--- config.mk ---
export PLATFORM = sky130hd
export DESIGN_NAME = salc_ctrl
export DESIGN_NICKNAME = d
export VERILOG_FILES = /design/src/hdl/salc_pkg.sv /design/src/hdl/salc_ctrl.sv
export SDC_FILE = /design/constraint.sdc
export NUM_CORES = 1
export LEC_CHECK = 0
export ABC_AREA = 1
export BUFFER_PORTS_ARGS = -buffer_cell sky130_fd_sc_hd__buf_2
export CAP_MARGIN = 15
export CORE_AREA = 2 2 39 41
export CTS_CLUSTER_SIZE = 16
export DETAILED_ROUTE_END_ITERATION = 10
export DIE_AREA = 0 0 41 43
export PLACE_DENSITY = 0.48
export REMOVE_ABC_BUFFERS = 1
export SYNTH_ARGS = -nofsm -noshare
export SYNTH_HDL_FRONTEND = slang
export SYNTH_SLANG_ARGS = --single-unit
--- constraint.sdc ---
create_clock -name clk -period 1.16 [get_ports clk]
set_input_delay 0.116 -clock clk [delete_from_list [all_inputs] [get_ports clk]]
set_output_delay 0.116 -clock clk [all_outputs]
set_load 0.05 [all_outputs]
--- src/hdl/salc_pkg.sv ---
package salc_pkg;

  localparam int MAX_INDEX_BITS_DEF = 6;
  localparam int MAX_WAYS_DEF       = 8;
  localparam int ADDR_WIDTH_DEF     = 32;

  localparam int CNT_W = 32;

  localparam logic [1:0] KIND_LOAD   = 2'd0;
  localparam logic [1:0] KIND_STORE  = 2'd1;
  localparam logic [1:0] KIND_MODIFY = 2'd2;
  localparam logic [1:0] KIND_IFETCH = 2'd3;

  localparam logic [1:0] OUT_HIT    = 2'd0;
  localparam logic [1:0] OUT_FILL   = 2'd1;
  localparam logic [1:0] OUT_EVICT  = 2'd2;
  localparam logic [1:0] OUT_NONE   = 2'd3;

  localparam logic [1:0] REG_INDEX_BITS  = 2'd0;
  localparam logic [1:0] REG_OFFSET_BITS = 2'd1;
  localparam logic [1:0] REG_WAYS        = 2'd2;

  typedef struct packed {
    logic [1:0]  kind;
    logic [31:0] address;
  } in_item_t;

  typedef struct packed {
    logic [1:0]       outcome;
    logic             extra_hit;
    logic [CNT_W-1:0] hit_total;
    logic [CNT_W-1:0] miss_total;
    logic [CNT_W-1:0] evict_total;
  } out_item_t;

  // Controller to datapath.
  typedef struct packed {
    logic load_item;  // capture input item
    logic rd_set;     // issue set read
    logic update;     // compare read data and write back the set
    logic clr_valid;  // clear the valid row of one set
  } dp_cmd_t;

  // Datapath to controller.
  typedef struct packed {
    logic is_modify;
    logic is_ifetch;
    logic clr_last;   // the clearing pass is at its last set
  } dp_sts_t;

endpackage

--- src/hdl/salc_ctrl.sv ---
module salc_ctrl (
  input  logic              clk,
  input  logic              rst_n,
  input  logic              in_valid,
  output logic              in_ready,
  output logic              out_valid,
  input  logic              out_ready,
  input  salc_pkg::dp_sts_t sts,
  output salc_pkg::dp_cmd_t cmd,
  output logic              first_acc,
  output logic              res_load
);

  typedef enum logic [2:0] {S_CLR, S_IDLE, S_READ, S_UPD, S_READ2, S_UPD2} state_t;

  state_t state_r, state_nxt;
  logic   out_valid_r, out_valid_nxt;

  // Input is taken only when the result slot is free or being drained now.
  logic slot_free;
  assign slot_free = !out_valid_r || out_ready;
  assign in_ready  = (state_r == S_IDLE) && slot_free;
  assign out_valid = out_valid_r;

  always_comb begin
    state_nxt     = state_r;
    out_valid_nxt = out_valid_r && !out_ready;
    cmd           = '0;
    first_acc     = 1'b1;
    res_load      = 1'b0;
    unique case (state_r)
      S_CLR: begin
        cmd.clr_valid = 1'b1;
        if (sts.clr_last) begin
          state_nxt = S_IDLE;
        end
      end
      S_IDLE: begin
        if (in_valid && in_ready) begin
          cmd.load_item = 1'b1;
          state_nxt     = S_READ;
        end
      end
      S_READ: begin
        if (sts.is_ifetch) begin
          if (slot_free) begin
            res_load      = 1'b1;
            out_valid_nxt = 1'b1;
            state_nxt     = S_IDLE;
          end
        end else begin
          cmd.rd_set = 1'b1;
          state_nxt  = S_UPD;
        end
      end
      S_UPD: begin
        cmd.update = 1'b1;
        if (sts.is_modify) begin
          state_nxt = S_READ2;
        end else begin
          state_nxt = S_IDLE;
          res_load      = 1'b1;
          out_valid_nxt = 1'b1;
        end
      end
      S_READ2: begin
        first_acc  = 1'b0;
        cmd.rd_set = 1'b1;
        state_nxt  = S_UPD2;
      end
      S_UPD2: begin
        first_acc     = 1'b0;
        cmd.update    = 1'b1;
        res_load      = 1'b1;
        out_valid_nxt = 1'b1;
        state_nxt     = S_IDLE;
      end
      default: state_nxt = S_IDLE;
    endcase
  end

  always_ff @(posedge clk) begin
    if (!rst_n) begin
      state_r     <= S_CLR;
      out_valid_r <= 1'b0;
    end else begin
      state_r     <= state_nxt;
      out_valid_r <= out_valid_nxt;
    end
  end

  // The slot is free whenever an item is taken, so a result never overwrites one.
  assert property (@(posedge clk) disable iff (!rst_n)
    res_load |-> slot_free) else $error("result overwritten");
  assert property (@(posedge clk) disable iff (!rst_n)
    (state_r == S_UPD2) |-> $past(state_r == S_READ2)) else $error("bad second access");
  assert property (@(posedge clk) disable iff (!rst_n)
    cmd.update |-> $past(cmd.rd_set)) else $error("update without read");

endmodule

After elaboration in Yosys (flattened, before gate mapping)
Index checks and enable logic that the tools add are counted.
{"block": "classes", "eq_ne": 8, "n_mux": 21, "reduce_logical": 10}
{"operator": "$mux 3", "count": 5}
{"operator": "$pmux 3 s5", "count": 1}
{"operator": "$mux 1", "count": 12}
{"operator": "$eq 3x2->1 const B", "count": 2}
{"operator": "$eq 3x3->1 const B", "count": 2}
{"operator": "$pmux 1 s3", "count": 2}
{"operator": "$reduce_or 2->1", "count": 2}
{"operator": "$eq 3x1->1 const B", "count": 1}
{"operator": "$logic_and 1x1->1", "count": 3}
{"operator": "$logic_not 3->1", "count": 1}
{"operator": "$ne 3x3->1 const B", "count": 1}
{"operator": "$reduce_and 3->1", "count": 1}
{"operator": "$logic_not 1->1", "count": 2}
{"operator": "$ne 2x1->1 const B", "count": 1}
{"operator": "$ne 2x2->1 const B", "count": 1}
{"operator": "$pmux 1 s2", "count": 1}
{"operator": "$logic_or 1x1->1", "count": 1}
{"block": "word_totals", "ff_bits": 4, "in_bits": 7, "out_inout_bits": 8}

Longest topological paths before layout
Gate-level depths: netlist (run 1).
{"block": "depth", "word_depth": 6, "depth_mapped": 6}

Worst setup path after synthesis (run 1)
OpenSTA, ideal clock, no wires.
{"block": "synth_path", "path_type": "reg-to-output", "from": "register state_r[1]", "to": "output cmd[1] (netlist name)", "arrival_time_ns": 1.964, "required_ns": 1.044, "path_slack_ns": -0.920, "stages_incl_launch_ff": 4, "cell_sequence": "dfxtp_1 inv_2 nand2_1 o21ai_0"}
{"element": "from (decl)", "line_no": "salc_ctrl.sv:16", "text": "state_t state_r, state_nxt;"}
{"element": "from (signal assigned)", "line_no": "salc_ctrl.sv:87", "text": "state_r <= state_nxt;"}
{"element": "to (decl)", "line_no": "salc_ctrl.sv:9", "text": "output salc_pkg::dp_cmd_t cmd,"}

Final worst setup path (run 1)
{"block": "layout_path", "from": "register state_r[0]", "to": "output res_load"}
{"block": "layout_via", "elab_chain_len": 2, "word_cells_on_any_way": 4, "cone_classes": "eq/ne: 3; mux: 1"}
{"element": "$eq 3x3->1 or $eq 3x2->1 (tied branches)", "line_no": "salc_ctrl.sv:31", "text": "unique case (state_r)"}
{"element": "$pmux 1 s3 *", "line_no": "salc_ctrl.sv:31"}
{"element": "to (decl)", "line_no": "salc_ctrl.sv:11", "text": "output logic res_load"}
Mark *: on every way between the ends. The rest lies on a longest branch, timed or not.

==> flow_summary.json, run 1 <==
{
  "status": "finished, violations left",
  "violations": "setup timing",
  "tightest_slew_ps": 248.5,
  "gp_congestion": 0.7078,
  "hold_path_class": "in2reg",
  "synth_compound_area_share_pct": 17.93,
  "numPortBuffers": 14,
  "numClockSinks": 4,
  "synth.area.mux_share_pct": 0,
  "final_cells": 89,
  "top_layer_used": "met4",
  "hold_ws_ps": 139.9,
  "maxSlewViolCount": 0,
  "synth_xor_area_share_pct": 0,
  "clockBufferDepth": 2,
  "die-height_um": 43,
  "vias_per_cell": 4.663,
  "drtAntennaViolNets": 0,
  "worst_slack_ps": -195.9,
  "diodes": 0,
  "critPathLaunchType": "register",
  "seq_area_frac_synth_pct": 25.50,
  "wl_per_cell_um": 11.03,
  "avgSynthCellArea_um2": 6.409,
  "numCtsBuffers": 3,
  "die_w_um": 41,
  "clk_pin_slew_ps": 40,
  "critPathCaptureType": "output pin",
  "r2r_cells": 7,
  "r2r_end": "out_valid",
  "setup_violations": 6,
  "worst-path-max-fanout": 4,
  "hpwl_um": 651.8,
  "rows": 14,
  "synth_adder_area_share_pct": 0,
  "wl_met1_um": 375,
  "skew_ps": 1.648,
  "syn_area_um2": 314.1,
  "wl_met2_um": 548,
  "most-common-layout-cells": "7 x inv_1, 7 x buf_2, 7 x buf_4",
  "swShare_pct": 38.54,
  "start_util_pct": 22.69,
  "clock_latency_ps": 230,
  "synth_cells": 49,
  "p_sw_mw": 0.2315,
  "nets": 82,
  "cts_root_buf": "clkbuf_4",
  "drt-pass1-iter-count": 5,
  "combPwrFrac_pct": 45.7,
  "whs_path_depth": 3,
  "hold_violations": 0,
  "dp_cells": 83,
  "grt.overflow.total": 0,
  "crit_path_start": "state_r[0]",
  "grt_max_degree": 8,
  "area_growth_pct": 88.45,
  "power.density_nw_per_um2": 1015,
  "wl_met3_um": 53,
  "dieArea_um2": 1763,
  "slew_headroom_pct": 83.54,
  "critPathArrivalTime_ps": 1240,
  "antenna_found_initial": 0,
  "cts_htree_levels": 1,
  "synth_top_family_by_area": "simple AND/OR/NAND/NOR gates",
  "ys_types": 19,
  "r2r-start": "state_r[0]",
  "routed_wl_um": 982,
  "r2r_slack_ps": 50,
  "dr_total_vias": 415,
  "crit_end": "res_load",
  "ys_seq_elements": 4,
  "grt_pass1_vias": 406,
  "drt_iter0_markers": 4,
  "drive_gt1_share_pct": 69.86,
  "required_ps": 1040,
  "grt_pass1_wl_mm": 1.428,
  "share_seq_of_total_power_pct": 26.4,
  "globalRouteTotalUtil_pct": 12.05,
  "drcViolationCount": 0,
  "rsz0062_at_grt": "true",
  "hold_buffers": 0,
  "path_class": "reg2out",
  "cap_violations": 0,
  "vdd_drop_max_mv": 0.4303,
  "synth_simple_gate_area_share_pct": 42.23,
  "p_leak_nw": 0.2746,
  "fin_crit_sh_pct": 116.9,
  "coreArea_um2": 1384,
  "p_clk_share_pct": 27.9,
  "power.internal_mw": 0.3691,
  "io_pins": 15,
  "fin_crit_ps": 1356,
  "fmax_mhz": 737.5,
  "yosys_warnings": 0,
  "cts_tree": "yes"
}
[through the flow]
step	setup WS, ps	setup TNS (ps)	power (mW)	cell area, um2	util [%]
4_1_cts	-181.2	-571.0	0.5854	528.0	38.16
3_5_place_dp	-59.21	-59.21	0.3717	434.2	31.37
3_3_place_gp	-21.20	-21.20	0.3730	434.2	31.37
5_1_grt	-246.3	-816.9	0.6333	591.8	42.77
6_report	-195.9	-474.0	0.6006	591.8	42.77
2_1_floorplan	-920.1	-2691	0.3094	314.1	-
[Yosys cell counts (all sizes together)]
master | n | share of area [%]
inv | 12 | 14
o21ai | 4 | 7.6
o211ai | 1 | 2.4
a21oi | 3 | 6.0
nand3 | 5 | 11
dfxtp | 4 | 25
nor3 | 1 | 1.6
nand4 | 2 | 4.0
nor2 | 9 | 16
a31oi | 1 | 2.0
nand2 | 7 | 9.2
[worst max-delay path: stages (launching register included)]
cell     delay [ps]
dfxtp_2         330
inv_2            60
nor2_4          110
nand2_2          70
nor2_2          130
nor2_2           70
o21ai_2          60
buf_6           170
[cells by family (layout without fill, tap and decap cells)]
| logic type | count (synthesis) | count (layout) |
|---|---|---|
| compound gates | 9 | 9 |
| buf+inv | 12 | 36 |
| flops | 4 | 4 |
| simple gates | 24 | 24 |
[power groups by stage]
stage                     registers [mW]  clock network (mW)  logic [mW]
after floorplan                    0.164                   0       0.146
after global placement             0.158                   0       0.215
after detailed placement           0.159                   0       0.213
after CTS                          0.158               0.180       0.247
after global routing               0.159               0.180       0.294
final                              0.158               0.168       0.275
[what timing repair did]
| action | in CTS | in global routing |
|---|---|---|
| endpoints found under the setup margin | 7 | 7 |
| pin swaps | 2 | 6 |
| resized for setup | 21 | 16 |
| buffers inserted | 1 | 3 |
[final cells by class]
cell class                 count  area [um2]
inverter                      12       50.05
multi-input combinational     33       240.2
fill                         150       792.0
clock buffer                   3       22.52
tap                           16       20.02
sequential                     4       88.84
timing repair buffer          21       170.2
[state kept, by name, indices dropped and copies added, names as in the netlist]
register	count
out_valid	1
state_r	3
[worst min path at each step]
| stage | startpoint | end | slack (ps) |
|---|---|---|---|
| 2_1_floorplan | rst_n | state_r[0] | 260 |
| 5_1_grt | rst_n | state_r[0] | 170 |
| 3_5_place_dp | rst_n | state_r[0] | 380 |
| 6_report | rst_n | state_r[0] | 140 |
| 4_1_cts | rst_n | state_r[0] | 130 |
| 3_3_place_gp | rst_n | state_r[0] | 400 |
[metal layers]
layer  vias up  global-route usage [%]
met5         -                       0
met2        19                   19.69
li1        208                       -
met1       184                   12.54
met3         4                   1.571
met4         0                   10.00
No activity file was read; power rests on OpenSTA's default activity.
==> inputs of run 2 (changes only) <==
--- a/config.mk
+++ b/config.mk
@@ -13,7 +13,6 @@
 export DETAILED_ROUTE_END_ITERATION = 10
 export DIE_AREA = 0 0 41 43
 export PLACE_DENSITY = 0.48
-export REMOVE_ABC_BUFFERS = 1
 export SYNTH_ARGS = -nofsm -noshare
 export SYNTH_HDL_FRONTEND = slang
 export SYNTH_SLANG_ARGS = --single-unit
==> run 2 against run 1 <==
The flow still finishes with violations (setup timing). Flip-flop and latch count unchanged. Die area stayed put. Combinational power increased by 9.8%. First-iteration DRC count fell by 50%. Register-to-register slack better by 20 ps. Count of clock-buffer cells in the layout is the same. Final cell count is 1.1% higher. Wire length fell by 6.0%. Largest cell class unchanged.
==> flow_summary.json, run 2 (synthesis results as in run 1) <==
{
  "antenna_found_initial": 0,
  "synth_nets": 56,
  "hold_violations": 0,
  "power.internal_mw": 0.3866,
  "numCtsBuffers": 3,
  "hpwl_um": 756.6,
  "tightest_slew_ps": 262.4,
  "drt-pass1-iter-count": 2,
  "skew_ps": 1.591,
  "final_cells": 90,
  "routed_wl_um": 923,
  "vias_per_cell": 4.533,
  "p_sw_mw": 0.2501,
  "critPathArrivalTime_ps": 1190,
  "required_ps": 1040,
  "share_seq_of_total_power_pct": 25.3,
  "setup_violations": 6,
  "violations": "setup timing",
  "largest_register_ff_count": 3,
  "multi_input_comb_area_um2": 272.8,
  "io_pins": 15,
  "p_leak_nw": 0.2889,
  "globalRouteTotalUtil_pct": 13.18,
  "fin_util_pct": 46.65,
  "coreArea_um2": 1384,
  "swShare_pct": 39.28,
  "crit_path_start": "state_r[0]",
  "most-common-layout-cells": "7 x buf_2, 6 x inv_1, 6 x buf_6, 6 x buf_4, 5 x nor2_2",
  "drive_gt1_share_pct": 74.32,
  "worst-path-max-fanout": 4,
  "cts_htree_levels": 1,
  "critPathCaptureType": "output pin",
  "register_area_um2": 92.59,
  "path_class": "reg2out",
  "fill_cells": 154,
  "cap_violations": 0,
  "grt_pass1_wl_mm": 1.538,
  "clk_pin_slew_ps": 40,
  "hold_path_class": "in2reg",
  "numClockSinks": 4,
  "drcViolationCount": 0,
  "critPathLaunchType": "register",
  "fmax_mhz": 764.6,
  "area_growth_pct": 105.6,
  "mostFrequentLayoutCell": "buf_2",
  "finalPower_mw": 0.6367,
  "numPortBuffers": 14,
  "die-height_um": 43,
  "largest-register": "state_r",
  "die_w_um": 41,
  "r2r-start": "state_r[0]",
  "cts_tree": "yes",
  "dp_cells": 86,
  "grt_pass1_vias": 388,
  "rows": 14,
  "min_from": "rst_n",
  "p_clk_share_pct": 27.3,
  "maxSlewViolCount": 0,
  "dieArea_um2": 1763,
  "slew_headroom_pct": 82.32,
  "combPwrFrac_pct": 47.4,
  "gp_congestion": 0.6464,
  "dr_total_vias": 408,
  "vdd_drop_max_mv": 0.5166,
  "diodes": 0,
  "drtAntennaViolNets": 0,
  "worst_slack_ps": -147.8,
  "clock_latency_ps": 230,
  "cts_root_buf": "clkbuf_4",
  "grt.overflow.total": 0,
  "start_util_pct": 22.69,
  "drt_iter0_markers": 2,
  "nets": 83,
  "rsz0062_at_grt": "true",
  "status": "finished, violations left",
  "fin_crit_sh_pct": 112.7,
  "clockBufferDepth": 2,
  "power.density_nw_per_um2": 986.1,
  "fin_crit_ps": 1308,
  "wl_per_cell_um": 10.26,
  "grt_max_degree": 8
}
## run 2: metal layers
| metal | up-vias | global-route usage (%) | wire [um] |
|---|---|---|---|
| met5 | - | 0 | 0 |
| met4 | 0 | 10.00 | 0 |
| met3 | 0 | 2.094 | 34 |
| met2 | 10 | 19.38 | 494 |
| met1 | 184 | 16.18 | 394 |
| li1 | 214 | - | - |
## run 2: area by class of cell
type / count / share of cell area (%)
sequential: 4 / 14.34
multi-input combinational: 33 / 42.25
tap: 16 / 3.101
inverter: 12 / 8.140
clock buffer: 3 / 3.488
timing repair buffer: 22 / 28.68
## run 2: per-stage QoR
| stage | hold WS, ps | setup TNS (ps) | cell area (um2) | setup slack [ps] |
|---|---|---|---|---|
| floorplan | 257.1 | 0 | 379.1 | 10.83 |
| global placement | 366.4 | -42.15 | 521.8 | -42.15 |
| CTS | 118.1 | -626.1 | 630.6 | -168.9 |
| global route | 139.3 | -744.8 | 645.6 | -215.8 |
| detailed placement | 368.9 | -65.45 | 521.8 | -61.85 |
| finish | 121.6 | -442.7 | 645.6 | -147.8 |
## run 2: repair_timing
action / CTS / global route
pin swaps: 5 / 6
endpoints found under the hold margin: 0 / 0
resized for setup: 26 / 5
hold buffers: 0 / 0
gates cloned: 0 / 0
endpoints found under the setup margin: 7 / 8
setup buffers: 1 / 0
## run 2: worst paths after layout
| check | to | slack [ps] | depth (start not counted) |
|---|---|---|---|
| min reg2reg | state_r[2] | 540 | 2 |
| min | state_r[0] | 120 | 3 |
| max | res_load | -150 | 6 |
| max reg2reg | state_r[1] | 70 | 7 |
## run 2: worst max-delay path, cell delays in order (launching register included)
cell,delay (ps)
dfxtp_4,350
inv_4,80
buf_4,130
nor2_2,40
nor2_2,140
o21ai_4,70
buf_6,150
## run 2: power groups by stage
stage          clock network (mW)  registers (mW)  logic (mW)
2_1_floorplan                   0           0.167       0.170
4_1_cts                     0.187           0.160       0.298
3_5_place_dp                    0           0.160       0.251
6_report                    0.174           0.161       0.302
5_1_grt                     0.191           0.162       0.322
3_3_place_gp                    0           0.160       0.249
